$ cat src/rtl/ccfr_pkg.sv
// shared types and constants for the crlf frame receiver
`timescale 1ns / 1ps
`default_nettype none
package ccfr_pkg;

  localparam int unsigned BUFFER_BYTES_DEF = 64;
  localparam int unsigned MIN_FRAME        = 4;

  localparam logic [7:0] CR_BYTE = 8'h0D;
  localparam logic [7:0] LF_BYTE = 8'h0A;

  localparam logic CMD_BYTE    = 1'b0;
  localparam logic CMD_RELEASE = 1'b1;

  localparam logic STREAM_ACK = 1'b0;
  localparam logic STREAM_PAY = 1'b1;

  typedef enum logic [1:0] {
    ACK_MSG   = 2'd0,
    ACK_SUM   = 2'd1,
    ACK_CR    = 2'd2,
    ACK_LF    = 2'd3
  } ack_beat_t;

  typedef enum logic [5:0] {
    S_IDLE  = 6'b000001,
    S_SUM   = 6'b000010,
    S_CHECK = 6'b000100,
    S_ACK   = 6'b001000,
    S_PRD   = 6'b010000,
    S_PWR   = 6'b100000
  } state_t;

  typedef struct packed {
    logic       stream;
    logic [7:0] data;
    logic       last;
  } beat_t;

endpackage
`default_nettype wire

$ cat src/rtl/checksum_crlf_frame_receiver.sv
// top level: crlf frame receiver with output register
// a byte that does not close a frame is accepted while idle; ready again next cycle
// a closing lf runs a checksum pass over the payload via the store read port,
//   a check state, 4 ack beats if connected, then payload beats if not held
// every result beat passes through the output register
// synchronous active-low reset clears control state; the store is not cleared
`timescale 1ns / 1ps
`default_nettype none
module checksum_crlf_frame_receiver #(
  parameter int unsigned BUFFER_BYTES = ccfr_pkg::BUFFER_BYTES_DEF
) (
  input  wire logic       clk,
  input  wire logic       rst_n,
  input  wire logic       cfg_wr_en,
  input  wire logic       cfg_wr_data,   // connected
  input  wire logic       in_tvalid,
  output logic            in_tready,
  input  wire logic [7:0] in_tdata,      // rx_byte
  input  wire logic       in_tuser,      // cmd
  output logic            out_tvalid,
  input  wire logic       out_tready,
  output logic      [7:0] out_tdata,     // out_byte
  output logic            out_tuser,     // stream
  output logic            out_tlast
);

  localparam int unsigned AW = $clog2(BUFFER_BYTES);

  logic            beat_valid;
  logic            beat_ready;
  ccfr_pkg::beat_t beat;
  ccfr_pkg::beat_t out_r;
  logic            out_valid_r;
  logic            mem_we;
  logic [AW-1:0]   mem_waddr;
  logic [7:0]      mem_wdata;
  logic            mem_re;
  logic [AW-1:0]   mem_raddr;
  logic [7:0]      mem_rdata;

  ccfr_ctrl #(
    .BUFFER_BYTES (BUFFER_BYTES)
  ) u_ctrl (
    .clk         (clk),
    .rst_n       (rst_n),
    .cfg_wr_en   (cfg_wr_en),
    .cfg_wr_data (cfg_wr_data),
    .in_valid    (in_tvalid),
    .in_ready    (in_tready),
    .in_cmd      (in_tuser),
    .in_byte     (in_tdata),
    .o_valid     (beat_valid),
    .o_ready     (beat_ready),
    .o_beat      (beat),
    .mem_we      (mem_we),
    .mem_waddr   (mem_waddr),
    .mem_wdata   (mem_wdata),
    .mem_re      (mem_re),
    .mem_raddr   (mem_raddr),
    .mem_rdata   (mem_rdata)
  );

  ccfr_store #(
    .DEPTH (BUFFER_BYTES)
  ) u_store (
    .clk   (clk),
    .we    (mem_we),
    .waddr (mem_waddr),
    .wdata (mem_wdata),
    .re    (mem_re),
    .raddr (mem_raddr),
    .rdata (mem_rdata)
  );

  assign beat_ready = !out_valid_r || out_tready;

  always_ff @(posedge clk) begin
    if (!rst_n) begin
      out_valid_r <= 1'b0;
    end else if (beat_ready) begin
      out_valid_r <= beat_valid;
    end
  end

  always_ff @(posedge clk) begin
    if (beat_ready && beat_valid) begin
      out_r <= beat;
    end
  end

  assign out_tvalid = out_valid_r;
  assign out_tdata  = out_r.data;
  assign out_tuser  = out_r.stream;
  assign out_tlast  = out_r.last;

endmodule
`default_nettype wire

$ cat src/rtl/ccfr_store.sv
// frame store: single write port, single registered read port
`timescale 1ns / 1ps
`default_nettype none
module ccfr_store #(
  parameter int unsigned DEPTH = ccfr_pkg::BUFFER_BYTES_DEF,
  localparam int unsigned AW   = $clog2(DEPTH)
) (
  input  wire logic          clk,
  input  wire logic          we,
  input  wire logic [AW-1:0] waddr,
  input  wire logic [7:0]    wdata,
  input  wire logic          re,
  input  wire logic [AW-1:0] raddr,
  output logic      [7:0]    rdata
);

  logic [7:0] mem [DEPTH];

  always_ff @(posedge clk) begin
    if (we) begin
      mem[waddr] <= wdata;
    end
  end

  always_ff @(posedge clk) begin
    if (re) begin
      rdata <= mem[raddr];
    end
  end

endmodule
`default_nettype wire

$ cat src/rtl/ccfr_ctrl.sv
// frame sequencer with checksum adder, ack and payload emission
`timescale 1ns / 1ps
`default_nettype none
module ccfr_ctrl #(
  parameter int unsigned BUFFER_BYTES = ccfr_pkg::BUFFER_BYTES_DEF,
  localparam int unsigned AW          = $clog2(BUFFER_BYTES)
) (
  input  wire logic          clk,
  input  wire logic          rst_n,
  input  wire logic          cfg_wr_en,
  input  wire logic          cfg_wr_data,
  input  wire logic          in_valid,
  output logic               in_ready,
  input  wire logic          in_cmd,
  input  wire logic [7:0]    in_byte,
  output logic               o_valid,
  input  wire logic          o_ready,
  output ccfr_pkg::beat_t    o_beat,
  output logic               mem_we,
  output logic      [AW-1:0] mem_waddr,
  output logic      [7:0]    mem_wdata,
  output logic               mem_re,
  output logic      [AW-1:0] mem_raddr,
  input  wire logic [7:0]    mem_rdata
);

  localparam logic [AW-1:0] LAST_IDX = AW'(BUFFER_BYTES - 1);
  localparam logic [AW-1:0] MIN_IDX  = AW'(ccfr_pkg::MIN_FRAME - 1);

  ccfr_pkg::state_t    state_r, state_nxt;
  ccfr_pkg::ack_beat_t ack_r, ack_nxt;
  logic [AW-1:0] count_r, count_nxt;
  logic [AW-1:0] len_r, len_nxt;
  logic [AW-1:0] idx_r, idx_nxt;
  logic          in_frame_r, in_frame_nxt;
  logic          held_r, held_nxt;
  logic          conn_r;
  logic          rv_r, rv_nxt;
  logic [7:0]    first_r, first_nxt;
  logic [7:0]    prev_r, prev_nxt;
  logic [7:0]    prev2_r, prev2_nxt;
  logic [7:0]    chk_r, chk_nxt;
  logic [7:0]    sum_r, sum_nxt;
  logic [AW-1:0] cnt;

  assign cnt = in_frame_r ? count_r : '0;

  always_comb begin
    state_nxt    = state_r;
    ack_nxt      = ack_r;
    count_nxt    = count_r;
    len_nxt      = len_r;
    idx_nxt      = idx_r;
    in_frame_nxt = in_frame_r;
    held_nxt     = held_r;
    rv_nxt       = 1'b0;
    first_nxt    = first_r;
    prev_nxt     = prev_r;
    prev2_nxt    = prev2_r;
    chk_nxt      = chk_r;
    sum_nxt      = sum_r;
    in_ready     = 1'b0;
    o_valid      = 1'b0;
    o_beat       = '{stream: ccfr_pkg::STREAM_ACK, data: first_r, last: 1'b0};
    mem_we       = 1'b0;
    mem_waddr    = cnt;
    mem_wdata    = in_byte;
    mem_re       = 1'b0;
    mem_raddr    = idx_r;

    unique case (state_r)
      ccfr_pkg::S_IDLE: begin
        in_ready = 1'b1;
        if (in_valid) begin
          if (in_cmd == ccfr_pkg::CMD_RELEASE) begin
            held_nxt = 1'b0;
          end else if (cnt == LAST_IDX) begin
            in_frame_nxt = 1'b0;
            count_nxt    = '0;
          end else begin
            mem_we    = 1'b1;
            prev2_nxt = prev_r;
            prev_nxt  = in_byte;
            if (cnt == '0) begin
              first_nxt = in_byte;
            end
            if (cnt >= MIN_IDX && prev_r == ccfr_pkg::CR_BYTE &&
                in_byte == ccfr_pkg::LF_BYTE) begin
              in_frame_nxt = 1'b0;
              count_nxt    = '0;
              len_nxt      = cnt - AW'(2);
              chk_nxt      = prev2_r;
              idx_nxt      = '0;
              sum_nxt      = '0;
              state_nxt    = ccfr_pkg::S_SUM;
            end else begin
              in_frame_nxt = 1'b1;
              count_nxt    = cnt + AW'(1);
            end
          end
        end
      end
      ccfr_pkg::S_SUM: begin
        if (idx_r != len_r) begin
          mem_re  = 1'b1;
          idx_nxt = idx_r + AW'(1);
          rv_nxt  = 1'b1;
        end
        if (rv_r) begin
          sum_nxt = sum_r + mem_rdata;
        end
        if (idx_r == len_r && !rv_r) begin
          state_nxt = ccfr_pkg::S_CHECK;
        end
      end
      ccfr_pkg::S_CHECK: begin
        idx_nxt = '0;
        ack_nxt = ccfr_pkg::ACK_MSG;
        if (sum_r != chk_r) begin
          state_nxt = ccfr_pkg::S_IDLE;
        end else if (conn_r) begin
          state_nxt = ccfr_pkg::S_ACK;
        end else if (!held_r) begin
          held_nxt  = 1'b1;
          state_nxt = ccfr_pkg::S_PRD;
        end else begin
          state_nxt = ccfr_pkg::S_IDLE;
        end
      end
      ccfr_pkg::S_ACK: begin
        o_valid = 1'b1;
        unique case (ack_r)
          ccfr_pkg::ACK_CR: o_beat.data = ccfr_pkg::CR_BYTE;
          ccfr_pkg::ACK_LF: o_beat.data = ccfr_pkg::LF_BYTE;
          default:          o_beat.data = first_r;
        endcase
        o_beat.last = (ack_r == ccfr_pkg::ACK_LF) && held_r;
        if (o_ready) begin
          ack_nxt = ccfr_pkg::ack_beat_t'(ack_r + 2'd1);
          if (ack_r == ccfr_pkg::ACK_LF) begin
            if (!held_r) begin
              held_nxt  = 1'b1;
              state_nxt = ccfr_pkg::S_PRD;
            end else begin
              state_nxt = ccfr_pkg::S_IDLE;
            end
          end
        end
      end
      ccfr_pkg::S_PRD: begin
        mem_re    = 1'b1;
        state_nxt = ccfr_pkg::S_PWR;
      end
      ccfr_pkg::S_PWR: begin
        o_valid       = 1'b1;
        o_beat.stream = ccfr_pkg::STREAM_PAY;
        o_beat.data   = mem_rdata;
        o_beat.last   = (idx_r == len_r - AW'(1));
        if (o_ready) begin
          if (o_beat.last) begin
            state_nxt = ccfr_pkg::S_IDLE;
          end else begin
            idx_nxt   = idx_r + AW'(1);
            state_nxt = ccfr_pkg::S_PRD;
          end
        end
      end
      default: begin
        state_nxt = ccfr_pkg::S_IDLE;
      end
    endcase
  end

  always_ff @(posedge clk) begin
    if (!rst_n) begin
      state_r    <= ccfr_pkg::S_IDLE;
      count_r    <= '0;
      in_frame_r <= 1'b0;
      held_r     <= 1'b0;
      conn_r     <= 1'b0;
      rv_r       <= 1'b0;
    end else begin
      state_r    <= state_nxt;
      count_r    <= count_nxt;
      in_frame_r <= in_frame_nxt;
      held_r     <= held_nxt;
      rv_r       <= rv_nxt;
      if (cfg_wr_en) begin
        conn_r <= cfg_wr_data;
      end
    end
  end

  always_ff @(posedge clk) begin
    ack_r   <= ack_nxt;
    len_r   <= len_nxt;
    idx_r   <= idx_nxt;
    first_r <= first_nxt;
    prev_r  <= prev_nxt;
    prev2_r <= prev2_nxt;
    chk_r   <= chk_nxt;
    sum_r   <= sum_nxt;
  end

  a_held_set: assert property (@(posedge clk) disable iff (!rst_n)
    $rose(held_r) |-> ($past(state_r) == ccfr_pkg::S_CHECK ||
                       $past(state_r) == ccfr_pkg::S_ACK))
    else $error("payload hold set outside frame completion");

  a_store_write: assert property (@(posedge clk) disable iff (!rst_n)
    mem_we |-> (in_valid && in_ready && mem_waddr != LAST_IDX))
    else $error("store written without an accepted beat");

  a_pay_index: assert property (@(posedge clk) disable iff (!rst_n)
    (state_r == ccfr_pkg::S_PWR) |-> (idx_r < len_r))
    else $error("payload index beyond frame");

  a_sum_len: assert property (@(posedge clk) disable iff (!rst_n)
    (state_r == ccfr_pkg::S_SUM && $past(state_r) == ccfr_pkg::S_IDLE)
      |-> (len_r != '0))
    else $error("empty payload entered checksum pass");

endmodule
`default_nettype wire
$ cat config.mk
export PLATFORM = sky130hd
export DESIGN_NAME = checksum_crlf_frame_receiver
export DESIGN_NICKNAME = d
export VERILOG_FILES = /design/src/rtl/ccfr_pkg.sv /design/src/rtl/checksum_crlf_frame_receiver.sv /design/src/rtl/ccfr_store.sv /design/src/rtl/ccfr_ctrl.sv
export SDC_FILE = /design/constraint.sdc
export NUM_CORES = 1
export LEC_CHECK = 0
export BUFFER_PORTS_ARGS = -buffer_cell sky130_fd_sc_hd__buf_2
export CORE_UTILIZATION = 50
export CTS_CLUSTER_SIZE = 12
export DETAILED_ROUTE_END_ITERATION = 12
export PLACE_DENSITY_LB_ADDON = 0.3
export RECOVER_POWER = 25
export SLEW_MARGIN = 20
export SYNTH_ARGS = -nofsm -noshare
export SYNTH_HDL_FRONTEND = slang
export SYNTH_SLANG_ARGS = --single-unit
$ cat constraint.sdc
create_clock -name clk -period 3.01 [get_ports clk]
set_clock_uncertainty 0.2 [all_clocks]
set_input_delay 0.301 -clock clk [delete_from_list [all_inputs] [get_ports clk]]
set_output_delay 0.301 -clock clk [all_outputs]
set_load 0.05 [all_outputs]
# Yosys cells after proc, flatten, opt, wreduce, memory -nomap -nowiden
# Memory sizes are Yosys's and may differ from the RTL's. A register that Yosys moved wholly into a read port is not among the register bits.
# Cells that the tools add are included.
[totals]
latch_bits = 0
out_inout_bits = 12
register_bits = 81
mem_bits_ro = 0
mem_count = 1
elab_cells = 135
ramBits = 512
in_bits = 15
[classes]
n_lt_le_gt_ge = 1
shifts = 0
n_mul = 0
n_addsub = 6
muxes = 54
n_bitwise = 2
div_mod_pow = 0
eq_ne = 29
n_reduce_logical = 24
[memory_table]
columns = ["name", "depth", "width", "read_ports", "rd_ports_with_merged_regs", "wr", "line", "rtl"]
rows = [
  ["u_store.mem", 64, 8, 1, 1, 1, "ccfr_store.sv:17", "logic [7:0] mem [DEPTH];"],
]
[ops]
columns = ["cell", "count"]
rows = [
  ["$mux 6", 20],
  ["$mux 8", 5],
  ["$pmux 6 s6", 1],
  ["$pmux 8 s2", 2],
  ["$pmux 6 s4", 1],
  ["$mux 1", 18],
  ["$ne 2x2->1 const B", 9],
  ["$pmux 9 s2", 1],
  ["$eq 8x4->1 const B", 2],
  ["$reduce_and 8->1", 2],
  ["$add 6x1->6 const B", 2],
  ["$eq 6x6->1", 2],
  ["$eq 6x6->1 const B", 2],
  ["$mux 5", 2],
  ["$ne 2x1->1 const B", 5],
  ["$reduce_and 5->1", 2],
  ["$add 8x8->8", 1],
  ["$ne 8x8->1", 1],
  ["$reduce_and 7->1", 1],
  ["$eq 6x1->1 const B", 1],
  ["$eq 6x2->1 const B", 1],
  ["$eq 6x3->1 const B", 1],
  ["$eq 6x4->1 const B", 1],
  ["$eq 6x5->1 const B", 1],
  ["other kinds (23)", 32],
]

# Depth between registers and ports, before layout
[depth]
depth_word = 9
depth_mapped = 10
mapped_depth_nobuf = 9

# Hierarchy
# From an unflattened synthesis, not the netlist that was laid out.
[hier_totals]
hier_cells = 1330
hier_area_um2 = 24285.8
[by_module_without_submodules]
columns = ["module", "seq_area_each_um2", "cells_each", "area_per_inst_um2", "instances"]
rows = [
  ["ccfr_store", 15615.0, 972, 20270.7, 1],
  ["ccfr_ctrl", 1941.9, 343, 3657.3, 1],
  ["checksum_crlf_frame_receiver", 320.3, 15, 357.8, 1],
]

# Worst setup path before layout
# Ideal clock, no wire load.
[synth_timing]
path_type = "reg2reg"
startpoint = "register u_ctrl.state_r[2]"
endpoint = "register u_ctrl.sum_r[0], enable pin"
synth_period_minus_slack_ns = 3.592
path_buffers = 0
setup_ns = 0.326
arrival_ns = 3.066
slack_ns = -0.582
stages_incl_launch_ff = 7
required_ns = 2.484
path_cell_list = "dfxtp_1 or4_4 nor3b_4 nand2_1 inv_1 and2_1 a21o_1"
[synth_via]
elab_chain_cells = 3
elab_cells_between_ends = 9
cone_classes = "eq/ne: 7; reduce/logical: 2"
[synth_rtl]
columns = ["element", "line", "rtl"]
rows = [
  ["start: declaration", "ccfr_ctrl.sv:30", "ccfr_pkg::state_t state_r, state_nxt;"],
  ["start signal: assignment", "ccfr_ctrl.sv:176", "state_r <= ccfr_pkg::S_IDLE;"],
  ["start signal: assignment", "ccfr_ctrl.sv:183", "state_r <= state_nxt;"],
  ["$eq 6x2->1 / $eq 6x1->1 (equally long branches)", "ccfr_ctrl.sv:71", "unique case (state_r)"],
  ["$ne 2x1->1 (no source line), or another cell as far along", "--", ""],
  ["$reduce_and 6->1 (no source line) *", "--", ""],
  ["end signal: assignment", "ccfr_ctrl.sv:202", "sum_r <= sum_nxt;"],
  ["end: declaration", "ccfr_ctrl.sv:43", "logic [7:0] sum_r, sum_nxt;"],
]
# Every way passes the cells marked *; elsewhere a longest branch is shown, timed or not.
# A chain may end at the register's enable or synchronous reset.

# Final worst setup path
[layout_timing]
startpoint = "register u_ctrl.idx_r[0], in the netlist u_ctrl.mem_raddr[0]"
endpoint = "register u_store.rdata[4], read port of u_store.mem, data pin"
[layout_via]
elab_chain_cells = 3
[layout_rtl]
columns = ["element", "line", "rtl"]
rows = [
  ["start: declaration", "ccfr_ctrl.sv:34", "logic [AW-1:0] idx_r, idx_nxt;"],
  ["start signal: assignment", "ccfr_ctrl.sv:197", "idx_r <= idx_nxt;"],
  ["$ne 6x6->1", "ccfr_ctrl.sv:104", "if (idx_r != len_r) begin"],
  ["$mux 1", "ccfr_ctrl.sv:104", ""],
  ["$pmux 1 s2", "ccfr_ctrl.sv:71", ""],
  ["end: declaration", "ccfr_store.sv:14", "output logic [7:0] rdata"],
]
# Parallel ways exist; a longest one is shown, timed or not.

==> impl_metrics.toml <==
[detailed_routing]
dr.max_layer_used = "met4"
wl_met2_mm = 25.5
wl_per_cell_um = 27.1
wirelength_mm = 54.3
met1_length_mm = 23.0
first_pass_iters = 6
vias = 12400
vias_per_cell = 6.17
ant_nets = 0
drtIter0Drc = 1439
dr_wl_met3_mm = 4.21
route.detailed.drc = 0

[finish]
final_nets = 1393
final_area_um2 = 27800
drive_above_1_share_pct = 30.3
final_cell_mix = "edfxtp_1 (584), mux4_2 (156), buf_4 (98)"
layout-area-overhead-vs-synth_pct = 15.8
mostFrequentLayoutCell = "edfxtp_1"

[timing]
tightest_slew_ns = 2.26
slew_headroom_pct = -50.6
min_period_over_period_pct = 95.8
hold_viol = 0
drv_slew = 41
setup_viol = 0
fmax_mhz = 347
grt_setup_unrepaired = "no"
finalCriticalPeriod_ns = 2.88

[synth]
synth_area_um2 = 24000
synthesis.instances = 1206
ys.flop_type = "edfxtp_1"
synth_area_per_cell_um2 = 19.9
ys_types = 64
yosysSeqAreaShare_pct = 74.6
ys_async_sr_fraction_pct = 0
yosysWarnings = 0
synth_nets = 1236
ys_ff_latch = 601
synth_edf_count = 584

[pwr]
ir_drop_mv = 0.461
total_power_mw = 17.1
leakagePower_nw = 8.91
p_per_area_nw_per_um2 = 618

[cts]
path_clk_slew_ns = 0.06
clock-sinks = 601
clockBufferDepth = 3
cts_tree = "done"
numCtsBuffers = 60
clk_latency_ns = 0.61
cts-root-buf = "clkbuf_16"
htreeDepth = 2

[floorplanning]
io_pins = 27
initial_core_util_pct = 51.1
die_w_um = 221
rows = 79
dieArea_um2 = 48800
core_um2 = 47000
die_h_um = 221

[grt]
grt_pass1_vias = 12400
grt_pass1_wl_mm = 81.0
grt_max_degree = 67
antenna_found_initial = 0
grt-ovfl-total = 0
track_usage_pct = 22.7

[setup_path]
path_max_fanout = 18
cp.arrival_ns = 3.00
r2r-end = "u_store.rdata[4]"
worstPathRequired_ns = 3.13
endpoint_kind = "register"
worstReg2RegStart = "u_ctrl.mem_raddr[0]"
reg2reg_slack_ns = 0.13
rr_worst_depth = 8
worstSetupPathType = "register to register"
start_kind = "register"

[min_path]
holdPathStages = 0
min_from = "u_ctrl.prev2_r[4]"
hold_class = "register to register"
holdPathEnd = "u_ctrl.chk_r[4]"

[place]
routabilityCongestion = 0.913
port_buffers = 26
placed_cell_area_um2 = 25900
place_hpwl_mm = 34.2

[outcome]
violations = "capacitance limit, slew limit"
status = "complete, but fails checks"

[job]
drv_cap = 2
-- through the flow --
stage | TNS, ns | std cells | hold slack [ns] | setup slack [ns] | util, %
after floorplan | -48.55 | 1206 | 0.200 | -0.160 | -
final | 0 | 2006 | 0.227 | 0.127 | 59.1
after detailed placement | -1.06 | 1898 | 0.210 | -0.374 | 55.2
after global placement | -1.37 | 1898 | 0.201 | -0.415 | 55.2
after CTS | 0 | 2002 | 0.136 | 0.0736 | 59.0
after global routing | 0 | 2005 | 0.235 | 0.00286 | 59.1
-- cell type report --
cell class	count	area, um2
Fill cell	3305	19200
Timing Repair Buffer	152	1250
Inverter	21	82.6
Clock buffer	79	1600
Clock inverter	18	121
Antenna cell	1	2.50
Multi-Input combinational cell	527	6050
Tap cell	607	759
Sequential cell	601	17900
-- timing repair --
| item | 4_1_cts | 5_1_grt |
|---|---|---|
| hold buffers | 7 | 0 |
| pin swaps | 0 | 1 |
| gates resized for setup | 2 | 4 |
| buffers inserted | 0 | 2 |
| cloned | 0 | 1 |
| hold endpoints to repair | 15 | 0 |
| setup endpoints to repair | 9 | 51 |
-- power by group --
group          switching (mW)  internal (mW)
Clock                    2.96           3.77
Sequential             0.0303           9.23
Combinational           0.644          0.502
Total                    3.64           13.5
-- critical path, stage by stage, from the launching register on --
cell and delay [ns]:
edfxtp_1 0.46, buf_12 0.23, buf_12 0.19, mux4_2 0.54, mux4_2 0.53, nand2_1 0.11
o21ai_0 0.07, o21ai_0 0.09, o21ai_0 0.14
-- cell families (layout without fill, tap and decap cells) --
kind of cell,Yosys count,count (layout),share of synthesized area [%]
multiplexers,161,161,14.9
other,0,1,0
XOR/XNOR,26,26,0.950
buffers and inverters,78,270,1.34
flip-flops,601,601,74.6
AO/OA/AOI/OAI,93,93,2.55
adder cells (fa/ha/maj),15,15,0.814
AND/OR/NAND/NOR,232,232,4.89
-- routing by layer --
metal  track usage (%)  vias to the layer above
li1                  -                     5237
met1              32.7                     6479
met2              35.4                      557
met3              4.42                       95
met4              7.04                        0
met5                 0                        -
-- registers in the layout, summed over array words and instances (netlist names) --
register,flops
u_store.mem,512
out_tdata,8
u_ctrl.chk_r,8
u_ctrl.first_r,8
u_ctrl.prev2_r,8
u_ctrl.prev_r,8
u_ctrl.sum_r,8
u_store.rdata,8
u_ctrl.count_r,6
u_ctrl.len_r,6
u_ctrl.mem_raddr,6
u_ctrl.state_r,6
u_ctrl.ack_r,2
out_tlast,1
out_tuser,1
out_tvalid,1
u_ctrl.conn_r,1
u_ctrl.held_r,1
u_ctrl.in_frame_r,1
u_ctrl.rv_r,1
-- Yosys cell counts (6+ instances only) --
library cell / n / area share (%)
a21oi_1: 16 / 0.33
a22oi_1: 13 / 0.41
a31oi_1: 7 / 0.18
buf_1: 6 / 0.094
buf_2: 16 / 0.33
clkbuf_1: 34 / 0.53
dfxtp_1: 17 / 1.4
edfxtp_1: 584 / 73
ha_1: 14 / 0.73
inv_1: 21 / 0.33
mux4_2: 156 / 15
nand2_1: 49 / 0.77
nand3_1: 10 / 0.21
nor2_1: 93 / 1.5
nor2_2: 8 / 0.21
nor2b_1: 11 / 0.29
nor3_1: 8 / 0.17
o21ai_0: 27 / 0.56
or3_1: 8 / 0.21
xnor2_1: 13 / 0.47
xor2_1: 13 / 0.47
-- how the worst max path moves through the flow --
stage / from / to / slack [ns] / cells past startpoint
3_5_place_dp: u_ctrl.prev_r[5] / u_ctrl.state_r[0] / -0.37 / 6
5_1_grt: u_ctrl.in_frame_r / u_ctrl.state_r[0] / 0.003 / 9
2_1_floorplan: u_ctrl.state_r[1] / u_store.mem[51][0] / -0.16 / 6
4_1_cts: u_ctrl.mem_raddr[0] / u_store.rdata[6] / 0.07 / 6
3_3_place_gp: u_ctrl.prev_r[5] / u_ctrl.state_r[0] / -0.42 / 6
6_report: u_ctrl.mem_raddr[0] / u_store.rdata[4] / 0.13 / 8
No activity file was read; power rests on OpenSTA's default activity.
